$ cat src/rtl/lpfc_pkg.sv
// shared types and constants of the length-prefixed frame checker
package lpfc_pkg;

  localparam int unsigned CFG_W     = 27;
  localparam int unsigned CNT_W     = 27;
  localparam logic [16:0] ADLER_MOD = 17'd65521;
  localparam logic [31:0] LEN_FLOOR = 32'd8;
  localparam logic [31:0] NAME_MIN  = 32'd2;
  localparam logic [31:0] TRAIL_LEN = 32'd4;
  localparam logic [31:0] NAME_ROOM = 32'd8;
  localparam logic [15:0] SUM_LO_INIT = 16'd1;

  localparam logic CFG_MIN_LEN = 1'b0;
  localparam logic CFG_MAX_LEN = 1'b1;

  typedef enum logic [1:0] {
    PH_LEN,
    PH_BODY,
    PH_TRAIL,
    PH_HALT
  } phase_e;

  typedef enum logic [1:0] {
    ST_OK,
    ST_BAD_LEN,
    ST_BAD_SUM,
    ST_BAD_NAME
  } status_e;

  typedef struct packed {
    logic [7:0] data_byte;
    logic       restart;
  } in_item_t;

  typedef struct packed {
    logic [1:0]         status;
    logic signed [31:0] frame_len;
    logic signed [31:0] name_len;
    logic [31:0]        computed_sum;
  } result_t;

endpackage

$ cat src/rtl/lpfc_if.sv
// stream interfaces for byte requests and status results
interface lpfc_in_if;
  logic       valid;
  logic       ready;
  logic [7:0] data_byte;
  logic       restart;

  modport source (output valid, output data_byte, output restart, input ready);
  modport sink (input valid, input data_byte, input restart, output ready);
endinterface

interface lpfc_out_if;
  logic               valid;
  logic               ready;
  logic [1:0]         status;
  logic signed [31:0] frame_len;
  logic signed [31:0] name_len;
  logic [31:0]        computed_sum;

  modport source (output valid, output status, output frame_len, output name_len,
                  output computed_sum, input ready);
  modport sink (input valid, input status, input frame_len, input name_len,
                input computed_sum, output ready);
endinterface

$ cat src/rtl/lpfc_in_stage.sv
// input register holding one byte request
module lpfc_in_stage (
  input  logic               clk_i,
  input  logic               rst_ni,
  lpfc_in_if.sink            in_i,
  input  logic               take_i,
  output logic               item_valid_o,
  output lpfc_pkg::in_item_t item_o
);
  import lpfc_pkg::*;

  logic     valid_q, valid_d;
  in_item_t item_q;
  logic     accept;

  assign in_i.ready = !valid_q || take_i;
  assign accept     = in_i.valid && in_i.ready;

  always_comb begin
    valid_d = valid_q;
    if (accept) begin
      valid_d = 1'b1;
    end else if (take_i) begin
      valid_d = 1'b0;
    end
  end

  always_ff @(posedge clk_i or negedge rst_ni) begin
    if (!rst_ni) begin
      valid_q <= 1'b0;
    end else begin
      valid_q <= valid_d;
    end
  end

  always_ff @(posedge clk_i) begin
    if (accept) begin
      item_q.data_byte <= in_i.data_byte;
      item_q.restart   <= in_i.restart;
    end
  end

  assign item_valid_o = valid_q;
  assign item_o       = item_q;

endmodule

$ cat src/rtl/lpfc_framer.sv
// framer state, running adler-32 and frame checks
module lpfc_framer (
  input  logic                       clk_i,
  input  logic                       rst_ni,
  input  logic                       go_i,
  input  lpfc_pkg::in_item_t         item_i,
  input  logic [lpfc_pkg::CFG_W-1:0] min_len_i,
  input  logic [lpfc_pkg::CFG_W-1:0] max_len_i,
  output logic                       res_valid_o,
  output lpfc_pkg::result_t          res_o
);
  import lpfc_pkg::*;

  phase_e           phase_q, phase_d;
  logic [CNT_W-1:0] cnt_q, cnt_d;
  logic [31:0]      len_q, len_d;
  logic [31:0]      nl_q, nl_d;
  logic [15:0]      lo_q, lo_d;
  logic [15:0]      hi_q, hi_d;
  logic [31:0]      tr_q, tr_d;

  logic [31:0]      len_shift, tr_shift;
  logic [16:0]      lo_add, hi_add;
  logic [15:0]      lo_new, hi_new;
  logic [CNT_W-1:0] cnt_inc;
  logic             len_last, len_ok, body_last, trail_last, sum_ok, name_ok;
  logic [31:0]      sum;

  // datapath terms
  always_comb begin
    len_shift  = {len_q[23:0], item_i.data_byte};
    tr_shift   = {tr_q[23:0], item_i.data_byte};
    cnt_inc    = cnt_q + 1'b1;
    len_last   = (cnt_q == CNT_W'(3));
    trail_last = (cnt_q == CNT_W'(3));
    len_ok     = !len_shift[31] &&
                 (len_shift >= {{(32 - CFG_W){1'b0}}, min_len_i}) &&
                 (len_shift <= {{(32 - CFG_W){1'b0}}, max_len_i}) &&
                 (len_shift >= LEN_FLOOR);
    lo_add     = {1'b0, lo_q} + {9'd0, item_i.data_byte};
    lo_new     = (lo_add >= ADLER_MOD) ? 16'(lo_add - ADLER_MOD) : lo_add[15:0];
    hi_add     = {1'b0, hi_q} + {1'b0, lo_new};
    hi_new     = (hi_add >= ADLER_MOD) ? 16'(hi_add - ADLER_MOD) : hi_add[15:0];
    body_last  = (cnt_inc == CNT_W'(len_q - TRAIL_LEN));
    sum        = {hi_q, lo_q};
    sum_ok     = (sum == tr_shift);
    name_ok    = !($signed(nl_q) < $signed(NAME_MIN)) &&
                 !($signed(nl_q) > $signed(len_q - NAME_ROOM));
  end

  // next state
  always_comb begin
    phase_d = phase_q;
    if (item_i.restart) begin
      phase_d = PH_LEN;
    end else begin
      case (phase_q)
        PH_LEN: begin
          if (len_last) phase_d = len_ok ? PH_BODY : PH_HALT;
        end
        PH_BODY: begin
          if (body_last) phase_d = PH_TRAIL;
        end
        PH_TRAIL: begin
          if (trail_last) phase_d = (sum_ok && name_ok) ? PH_LEN : PH_HALT;
        end
        default: phase_d = PH_HALT;
      endcase
    end
  end

  // datapath updates and result
  always_comb begin
    cnt_d = cnt_q;
    len_d = len_q;
    nl_d  = nl_q;
    lo_d  = lo_q;
    hi_d  = hi_q;
    tr_d  = tr_q;
    res_valid_o        = 1'b0;
    res_o.status       = ST_OK;
    res_o.frame_len    = len_q;
    res_o.name_len     = nl_q;
    res_o.computed_sum = sum;
    if (item_i.restart) begin
      cnt_d = '0;
      len_d = '0;
      nl_d  = '0;
      lo_d  = SUM_LO_INIT;
      hi_d  = '0;
      tr_d  = '0;
    end else begin
      case (phase_q)
        PH_LEN: begin
          len_d = len_shift;
          cnt_d = cnt_inc;
          if (len_last) begin
            cnt_d = '0;
            nl_d  = '0;
            lo_d  = SUM_LO_INIT;
            hi_d  = '0;
            if (!len_ok) begin
              res_valid_o        = 1'b1;
              res_o.status       = ST_BAD_LEN;
              res_o.frame_len    = len_shift;
              res_o.name_len     = '0;
              res_o.computed_sum = '0;
            end
          end
        end
        PH_BODY: begin
          if (cnt_q < CNT_W'(4)) nl_d = {nl_q[23:0], item_i.data_byte};
          lo_d  = lo_new;
          hi_d  = hi_new;
          cnt_d = cnt_inc;
          if (body_last) begin
            cnt_d = '0;
            tr_d  = '0;
          end
        end
        PH_TRAIL: begin
          tr_d  = tr_shift;
          cnt_d = cnt_inc;
          if (trail_last) begin
            cnt_d       = '0;
            res_valid_o = 1'b1;
            if (!sum_ok) begin
              res_o.status = ST_BAD_SUM;
            end else if (!name_ok) begin
              res_o.status = ST_BAD_NAME;
            end else begin
              res_o.status = ST_OK;
              len_d        = '0;
            end
          end
        end
        default: ;
      endcase
    end
  end

  always_ff @(posedge clk_i or negedge rst_ni) begin
    if (!rst_ni) begin
      phase_q <= PH_LEN;
      cnt_q   <= '0;
      len_q   <= '0;
      nl_q    <= '0;
      lo_q    <= SUM_LO_INIT;
      hi_q    <= '0;
      tr_q    <= '0;
    end else if (go_i) begin
      phase_q <= phase_d;
      cnt_q   <= cnt_d;
      len_q   <= len_d;
      nl_q    <= nl_d;
      lo_q    <= lo_d;
      hi_q    <= hi_d;
      tr_q    <= tr_d;
    end
  end

  a_restart_clears: assert property (@(posedge clk_i) disable iff (!rst_ni)
    go_i && item_i.restart |=> phase_q == PH_LEN && lo_q == SUM_LO_INIT && hi_q == '0)
    else $error("restart did not clear the framer");

  a_sum_reduced: assert property (@(posedge clk_i) disable iff (!rst_ni)
    {1'b0, lo_q} < ADLER_MOD && {1'b0, hi_q} < ADLER_MOD)
    else $error("adler-32 sum not reduced");

  a_no_result_halted: assert property (@(posedge clk_i) disable iff (!rst_ni)
    res_valid_o |-> phase_q != PH_HALT && !item_i.restart)
    else $error("result while halted or on restart");

endmodule

$ cat src/rtl/lpfc_out_stage.sv
// result register driving the status channel
module lpfc_out_stage (
  input  logic              clk_i,
  input  logic              rst_ni,
  input  logic              load_i,
  input  lpfc_pkg::result_t res_i,
  output logic              free_o,
  lpfc_out_if.source        out_o
);
  import lpfc_pkg::*;

  logic    valid_q, valid_d;
  result_t res_q;

  assign free_o = !valid_q || out_o.ready;

  always_comb begin
    valid_d = valid_q;
    if (load_i) begin
      valid_d = 1'b1;
    end else if (out_o.ready) begin
      valid_d = 1'b0;
    end
  end

  always_ff @(posedge clk_i or negedge rst_ni) begin
    if (!rst_ni) begin
      valid_q <= 1'b0;
    end else begin
      valid_q <= valid_d;
    end
  end

  always_ff @(posedge clk_i) begin
    if (load_i) begin
      res_q <= res_i;
    end
  end

  assign out_o.valid        = valid_q;
  assign out_o.status       = res_q.status;
  assign out_o.frame_len    = res_q.frame_len;
  assign out_o.name_len     = res_q.name_len;
  assign out_o.computed_sum = res_q.computed_sum;

endmodule

$ cat src/rtl/length_prefixed_frame_checker_core.sv
// Length-prefixed frame checker: one byte request per cycle, sustained while no
// result is held up by the status channel. Each byte passes an input register,
// the framing logic (the Adler-32 add and reduce chain and the length compares)
// and a result register. Bytes that produce no result keep flowing while a result
// waits; a byte that ends a frame waits in the input register until the result
// register is free. Limit registers are written through the plain write port; the
// user must do so only while the block is idle, as the block does not enforce it.
module length_prefixed_frame_checker_core (
  input  logic                       clk_i,
  input  logic                       rst_ni,
  lpfc_in_if.sink                    in_i,
  lpfc_out_if.source                 out_o,
  input  logic                       cfg_we_i,
  input  logic                       cfg_idx_i,
  input  logic [lpfc_pkg::CFG_W-1:0] cfg_data_i
);
  import lpfc_pkg::*;

  logic [CFG_W-1:0] min_len_q, max_len_q;
  logic             item_valid, take, res_valid, out_free;
  in_item_t         item;
  result_t          res;

  always_ff @(posedge clk_i or negedge rst_ni) begin
    if (!rst_ni) begin
      min_len_q <= CFG_W'(10);
      max_len_q <= CFG_W'(67108864);
    end else if (cfg_we_i) begin
      case (cfg_idx_i)
        CFG_MIN_LEN: min_len_q <= cfg_data_i;
        CFG_MAX_LEN: max_len_q <= cfg_data_i;
        default: ;
      endcase
    end
  end

  assign take = item_valid && (!res_valid || out_free);

  lpfc_in_stage u_in (
    .clk_i        (clk_i),
    .rst_ni       (rst_ni),
    .in_i         (in_i),
    .take_i       (take),
    .item_valid_o (item_valid),
    .item_o       (item)
  );

  lpfc_framer u_framer (
    .clk_i       (clk_i),
    .rst_ni      (rst_ni),
    .go_i        (take),
    .item_i      (item),
    .min_len_i   (min_len_q),
    .max_len_i   (max_len_q),
    .res_valid_o (res_valid),
    .res_o       (res)
  );

  lpfc_out_stage u_out (
    .clk_i  (clk_i),
    .rst_ni (rst_ni),
    .load_i (take && res_valid),
    .res_i  (res),
    .free_o (out_free),
    .out_o  (out_o)
  );

endmodule

$ cat src/flat_wrapper.sv
// flat-port wrapper written by rule: the top's interface ports become plain ports
module length_prefixed_frame_checker_core_flat import lpfc_pkg::*;
  (clk_i, rst_ni, cfg_we_i, cfg_idx_i, cfg_data_i, in_i_valid, in_i_data_byte, in_i_restart, in_i_ready, out_o_valid, out_o_status, out_o_frame_len, out_o_name_len, out_o_computed_sum, out_o_ready);
  lpfc_in_if in_i_i ();
  lpfc_out_if out_o_i ();
  input  logic clk_i;
  input  logic rst_ni;
  input  logic cfg_we_i;
  input  logic cfg_idx_i;
  input  logic [lpfc_pkg::CFG_W-1:0] cfg_data_i;
  input wire logic [$bits(in_i_i.valid)-1:0] in_i_valid;
  input wire logic [$bits(in_i_i.data_byte)-1:0] in_i_data_byte;
  input wire logic [$bits(in_i_i.restart)-1:0] in_i_restart;
  output wire logic [$bits(in_i_i.ready)-1:0] in_i_ready;
  output wire logic [$bits(out_o_i.valid)-1:0] out_o_valid;
  output wire logic [$bits(out_o_i.status)-1:0] out_o_status;
  output wire logic [$bits(out_o_i.frame_len)-1:0] out_o_frame_len;
  output wire logic [$bits(out_o_i.name_len)-1:0] out_o_name_len;
  output wire logic [$bits(out_o_i.computed_sum)-1:0] out_o_computed_sum;
  input wire logic [$bits(out_o_i.ready)-1:0] out_o_ready;
  assign in_i_i.valid = in_i_valid;
  assign in_i_i.data_byte = in_i_data_byte;
  assign in_i_i.restart = in_i_restart;
  assign in_i_ready = in_i_i.ready;
  assign out_o_valid = out_o_i.valid;
  assign out_o_status = out_o_i.status;
  assign out_o_frame_len = out_o_i.frame_len;
  assign out_o_name_len = out_o_i.name_len;
  assign out_o_computed_sum = out_o_i.computed_sum;
  assign out_o_i.ready = out_o_ready;
  length_prefixed_frame_checker_core u_core (.clk_i(clk_i), .rst_ni(rst_ni), .in_i(in_i_i), .out_o(out_o_i), .cfg_we_i(cfg_we_i), .cfg_idx_i(cfg_idx_i), .cfg_data_i(cfg_data_i));
endmodule
$ cat config.mk
export PLATFORM = sky130hd
export DESIGN_NAME = length_prefixed_frame_checker_core_flat
export DESIGN_NICKNAME = d
export VERILOG_FILES = /design/src/rtl/lpfc_pkg.sv /design/src/rtl/lpfc_if.sv /design/src/rtl/lpfc_in_stage.sv /design/src/rtl/lpfc_framer.sv /design/src/rtl/lpfc_out_stage.sv /design/src/rtl/length_prefixed_frame_checker_core.sv /design/src/flat_wrapper.sv
export SDC_FILE = /design/constraint.sdc
export NUM_CORES = 1
export LEC_CHECK = 0
export BUFFER_PORTS_ARGS = -buffer_cell sky130_fd_sc_hd__buf_2
export CORE_MARGIN = 2
export CORE_UTILIZATION = 36
export DETAILED_ROUTE_END_ITERATION = 12
export GPL_TIMING_DRIVEN = 0
export PLACE_DENSITY = 0.52
export SYNTH_ARGS = -nofsm -noshare
export SYNTH_HDL_FRONTEND = slang
export SYNTH_HIERARCHICAL = 1
export SYNTH_SLANG_ARGS = --single-unit
$ cat constraint.sdc
create_clock -name clk_i -period 8.8 [get_ports clk_i]
set_input_delay 1.76 -clock clk_i [delete_from_list [all_inputs] [get_ports clk_i]]
set_output_delay 1.76 -clock clk_i [all_outputs]
set_load 0.02 [all_outputs]
* Word level (Yosys, flattened, before mapping)
Index checks and enable logic that the tools add are counted.
** Storage, ports and cells
- Flip-flop bits (word level) :: 312
- Input port bits :: 42
- Output and inout port bits :: 100
- Word-level logic and storage cells :: 125
** Cells by class
- $add $sub $neg :: 7
- $lt $le $gt $ge :: 8
- Eq/ne operators :: 11
- Multiplexer cells :: 48
- Bitwise operators :: 1
- Reductions and logical operators :: 33
** Operators by type and width (count)
- $mux 32 :: 7
- $mux 97 :: 2
- $mux 96 :: 2
- $pmux 32 s2 :: 2
- $mux 16 :: 6
- $mux 27 :: 3
- $pmux 16 s2 :: 2
- $pmux 27 s2 :: 1
- $mux 24 :: 2
- $pmux 24 s2 :: 1
- $ge 17x16->1 const B :: 2
- $eq 32x32->1 :: 1
- $ge 32x27->1 :: 1
- $ge 32x4->1 const B :: 1
- $gt 32x32->1 :: 1
- $le 32x27->1 :: 1
- $lt 32x3->1 const B :: 1
- $sub 16x16->16 const B :: 2
- $sub 32x4->32 const B :: 1
- $add 27x1->27 const B :: 1
- $eq 27x2->1 const B :: 1
- $eq 27x27->1 :: 1
- $lt 27x3->1 const B :: 1
- $sub 27x3->27 const B :: 1
- 22 further kinds :: 64

* Longest topological paths before layout
- Depth in word-level cells :: 14
- Mapped depth :: 23
- Depth with buffers taken out :: 22

* By module
The synthesis kept the hierarchy.
** By module, submodules not included
- lpfc_framer :: times used 1, cells an instance 1867, area each 15069.5 um^2, sequential area each 3729.8 um^2
- lpfc_out_stage :: times used 1, cells an instance 101, area each 2990.4 um^2, sequential area each 2967.8 um^2
- length_prefixed_frame_checker_core :: times used 1, cells an instance 118, area each 2119.5 um^2, sequential area each 1355.0 um^2
- lpfc_in_stage :: times used 1, cells an instance 13, area each 324.1 um^2, sequential area each 295.3 um^2

* Worst setup path before layout
No wires, ideal clock.
- Kind :: reg2reg
- Start point :: register u_core.u_in.item_q, in the netlist u_core/u_in/item_o[1]
- End point :: register u_core.u_framer.hi_q[6]
- Library setup time :: 0.087 ns
- Arrival :: 6.513 ns
- Required time :: 8.713 ns
- Path slack :: 2.201 ns
- Cell stages (with the launch flop) :: 23
- Buffers on the path :: 0
- Clock period less this slack :: 6.599 ns
- Path through :: edfxtp_1 > ha_1 > fa_1 > a211oi_1 > o21ai_0 > a21oi_1 > o211ai_1 > a211o_1 > or4_1 > nand2_1 > xnor2_1 > ha_1 > inv_1 > fa_1 > nand3b_1 > and4b_1 > a211oi_1 > o2111a_1 > nand3_1 > o22ai_1 > a31oi_1 > or4b_2 > o211ai_1
** Between the ends
- Longest elaborated chain between the ends :: 12
- Elaborated cells on any way between the ends :: 24
- Those cells by class :: add/sub: 4; order compare: 5; mux: 8; reduce/logical: 7
** RTL lines
- start: declaration :: line lpfc_in_stage.sv:13 : in_item_t item_q;
- branches (longest 12 deep; another with $add 16x8->17)
- end signal: assignment :: line lpfc_framer.sv:157 : hi_q <= hi_d;
- end: declaration :: line lpfc_framer.sv:19 : logic [15:0] hi_q, hi_d;
Several ways; the timed one is not identified.
A chain may end at the register's enable or synchronous reset.

* Final worst setup path
Same ends and word-level chain as after synthesis.

==> out/summary.json <==
{
  "place_hpwl": {"value": 51.2, "unit": "mm"},
  "arrival": {"value": 8680, "unit": "ps"},
  "cts_hold_buffers": {"value": 0},
  "drt-vias-per-instance": {"value": 5.63},
  "clk_path_buf_depth": {"value": 3},
  "design.portCount": {"value": 142},
  "regToRegSetupSlack": {"value": 610, "unit": "ps"},
  "coreArea": {"value": 0.0564, "unit": "mm²"},
  "fill_cells": {"value": 5587},
  "synth_compound_gate_area_share": {"value": 15.0, "unit": "%"},
  "setup_violations": {"value": 0},
  "timing.setup.critical_path_class": {"value": "reg -> reg"},
  "finalClockSkew": {"value": 60.6, "unit": "ps"},
  "ir_worst_vdd": {"value": 0.138, "unit": "mV"},
  "detail-route-antenna-nets": {"value": 0},
  "design.die.area": {"value": 0.0589, "unit": "mm²"},
  "final_cell_count_no_fill": {"value": 3075},
  "critical_path.max_fanout": {"value": 10},
  "wl": {"value": 68.5, "unit": "mm"},
  "power_leakage": {"value": 0.0101, "unit": "µW"},
  "synth_edf_count": {"value": 107},
  "synth_simple_gate_area_share": {"value": 20.2, "unit": "%"},
  "clock_sinks": {"value": 312},
  "critical_path_required": {"value": 9290, "unit": "ps"},
  "tns": {"value": 0, "unit": "ps"},
  "cts_setup_buffers": {"value": 0},
  "part_of_the_yosys_area_used_for_sequential_elements": {"value": 40.7, "unit": "%"},
  "routedWlPerCell": {"value": 22.3, "unit": "µm"},
  "final_common_cell": {"value": "dfrtp_1"},
  "synth-warning-count": {"value": 6},
  "mappedNetlistArea": {"value": 0.0205, "unit": "mm²"},
  "yosys_most_used_dff": {"value": "dfrtp_1"},
  "peak_freq": {"value": 122, "unit": "MHz"},
  "final.period_utilization": {"value": 93.1, "unit": "%"},
  "gp_routability_congestion": {"value": 0.890},
  "period_needed": {"value": 8190, "unit": "ps"},
  "clock_root_buffer_master": {"value": "clkbuf_16"},
  "setup_repair_after_global_routing_missed_its_margin": {"value": "no"},
  "post_cts_clock_slew_at_the_launch_and_capture_registers_of_the_worst_setup_and_hold_paths": {"value": 60, "unit": "ps"},
  "p_per_area": {"value": 225, "unit": "mW/mm²"},
  "detailroute.via_count": {"value": 17300},
  "number_of_buffer_cells_added_on_primary_ports": {"value": 141},
  "hold_viol": {"value": 0},
  "worst_hold_path_type": {"value": "reg -> reg"},
  "async_reset_ff_share": {"value": 65.7, "unit": "%"},
  "cts_buffers": {"value": 40},
  "wire_length_of_the_first_global_routing_pass": {"value": 105, "unit": "mm"},
  "remaining_drc_errors": {"value": 0},
  "dr.pass1.iters": {"value": 5},
  "grt_pass1_vias": {"value": 16900},
  "placed_cells_incl_taps": {"value": 3000},
  "timing_worst_slew_pin_value": {"value": 1410, "unit": "ps"},
  "syn_area_per_cell": {"value": 9.77, "unit": "µm²"},
  "globalRouteMet2Util": {"value": 38.5, "unit": "%"},
  "grt_antenna_before_repair": {"value": 1},
  "synth_xor_xnor_area_share": {"value": 5.51, "unit": "%"},
  "start_kind": {"value": "register"},
  "global_route.usage.met3": {"value": 3.38, "unit": "%"},
  "maxCapViolCount": {"value": 0},
  "max-slew-margin-rel": {"value": 5.43, "unit": "%"},
  "synth_cell_types": {"value": 88},
  "grt_start_max_net_pins": {"value": 89},
  "synthAdderAreaFrac": {"value": 7.52, "unit": "%"},
  "dominant_combinational_cell_family_by_area_after_synthesis": {"value": "simple AND/OR/NAND/NOR gates"},
  "synth.ff_latch_count": {"value": 312},
  "dieWidth": {"value": 243, "unit": "µm"},
  "floorplan.initialDensity": {"value": 36.4, "unit": "%"},
  "netlist_instances": {"value": 2099},
  "detailedRoute.firstIterationViolations": {"value": 1287},
  "rows": {"value": 87},
  "remaining_global_route_overflow": {"value": 0},
  "muxShareOfSynthArea": {"value": 5.99, "unit": "%"},
  "dieHeight": {"value": 243, "unit": "µm"},
  "top_usage_layer": {"value": "met2"},
  "post_route_cells_drive_above_1_share": {"value": 15.3, "unit": "%"},
  "grtUsageTotal": {"value": 23.0, "unit": "%"},
  "setup.worst_path.end_class": {"value": "register"},
  "clk-insertion-delay-late": {"value": 600, "unit": "ps"},
  "post_cts_resized": {"value": 0},
  "final_net_count": {"value": 2450},
  "global_route.usage.met1": {"value": 30.1, "unit": "%"},
  "total_count_of_max_transition_violations_in_the_final_report": {"value": 0},
  "tritoncts": {"value": "yes"},
  "status": {"value": "finished clean"},
  "syn_to_final_growth": {"value": 15.2, "unit": "%"},
  "htree_num_levels": {"value": 2},
  "syn-num-nets": {"value": 2263},
  "layout.cells.most_common_list": {"value": "dfrtp_1 (201), nand2_1 (173), buf_2 (148)"}
}
==> registers in the layout, summed over array words and instances (netlist names), 24 cells and up <==
register                         cells
u_core/min_len_q                    27
u_core/u_out/out_o.name_len         32
u_core/u_framer/nl_q                32
u_core/u_framer/tr_q                24
u_core/u_framer/len_q               32
u_core/u_out/out_o.computed_sum     32
u_core/u_out/out_o.frame_len        32
u_core/u_framer/cnt_q               27
u_core/max_len_q                    27
==> layer usage <==
layer	wire (µm)	vias to the layer above
met2	32500	510
met1	30100	8559
met4	2560	0
met5	0	-
li1	-	8115
met3	3270	129
==> cells in the mapped netlist, types with 8 or more instances <==
master    instances  area share [%]
clkbuf_1        110             2.0
nand3_1          78             1.9
and2_1           30            0.92
nor2b_1          76             2.3
nor3b_1          37             1.4
a21o_1           31             1.1
a21oi_1          75             1.8
a311o_1          30             1.5
o21ai_0         106             2.6
xor2_1           54             2.3
o22ai_1          10            0.31
inv_1           100             1.8
edfxtp_1        107              16
nor3_1           40            0.98
a21boi_0         26            0.95
nor2_1           86             1.6
nor4_1           55             1.7
dfrtp_1         201              25
or4_1            12            0.44
o21a_1            8            0.29
a211oi_1         18            0.66
buf_2             8            0.20
a31oi_1          22            0.67
nand2_1         173             3.2
a22o_1           33             1.4
and4_1           12            0.51
mux2_2           38             2.1
buf_6            11            0.60
or2_2             8            0.24
nand4_1          60             1.8
mux2_4           50             3.7
or3_1            25            0.76
xnor2_1          75             3.2
o211ai_1         20            0.73
nand2b_1         14            0.43
and3_1           21            0.64
ha_1            120             7.3
==> power breakdown <==
| part | internal (µW) | leakage [µW] | switching, µW |
|---|---|---|---|
| Clock | 988 | 0.000649 | 685 |
| Sequential | 1630 | 0.00371 | 149 |
| Combinational | 717 | 0.00577 | 1140 |
| Total | 3340 | 0.0101 | 1970 |
==> critical path: stages (launching register included) <==
cell	delay [ps]
edfxtp_1	560
ha_1	320
fa_1	440
a211oi_1	400
o21ai_0	300
a21oi_2	550
o211ai_1	140
a211o_1	380
or4_1	590
a21boi_0	250
xor2_1	400
ha_1	310
o21ai_0	230
o21ai_0	620
a2111oi_0	240
a311oi_1	670
nand3_1	210
o22ai_1	300
a31oi_1	340
or4b_2	700
o211ai_1	110
==> kinds of logic after synthesis <==
| kind of cell | Yosys count |
|---|---|
| AOI/OAI and AO/OA | 447 |
| xor gates and xnor gates | 129 |
| adders and majority gates | 122 |
| buffers and inverters | 237 |
| DFF | 312 |
| muxes | 93 |
| and+or+nand+nor | 759 |
==> path summary, 6_finish.rpt <==
path | start | endpoint | depth (start not counted)
hold / removal | u_core/max_len_q[17] | u_core/max_len_q[17] | 1
max in group asynchronous | rst_ni | u_core/u_framer/cnt_q[23] | 2
setup / recovery | u_core/u_in/item_o[1] | u_core/u_framer/hi_q[6] | 20
min in group asynchronous | rst_ni | u_core/max_len_q[2] | 1
setup reg to reg | u_core/u_in/item_o[1] | u_core/u_framer/hi_q[6] | 20
hold reg to reg | u_core/max_len_q[17] | u_core/max_len_q[17] | 1
==> through the flow <==
step | worst slack, ps | cell area [µm²] | hold slack (ps) | total power (µW) | util (%)
finish | 609 | 23600 | 507 | 5310 | 41.9
global route | 147 | 23600 | 519 | 5610 | 41.9
CTS | 547 | 23600 | 508 | 5330 | 41.9
detailed placement | 603 | 22300 | 495 | 3630 | 39.5
global placement | 430 | 22200 | 491 | 3600 | 39.3
floorplan | 2200 | 20500 | 472 | 3060 | -
==> layout make-up <==
class                   instances  area, µm²  share of cell area (%)
repair buffers                145        806                    3.41
plain buffers                 135        657                    2.78
clock buffers                  61       1170                    4.96
inverters                     102        383                    1.62
multi-input cells            1550      11100                    47.1
well taps                     756        946                    4.01
diodes                          1       2.50                  0.0106
flip-flops and latches        312       8350                    35.4
clock inverters                13        168                   0.710
Power figures use the tool's default switching activity.
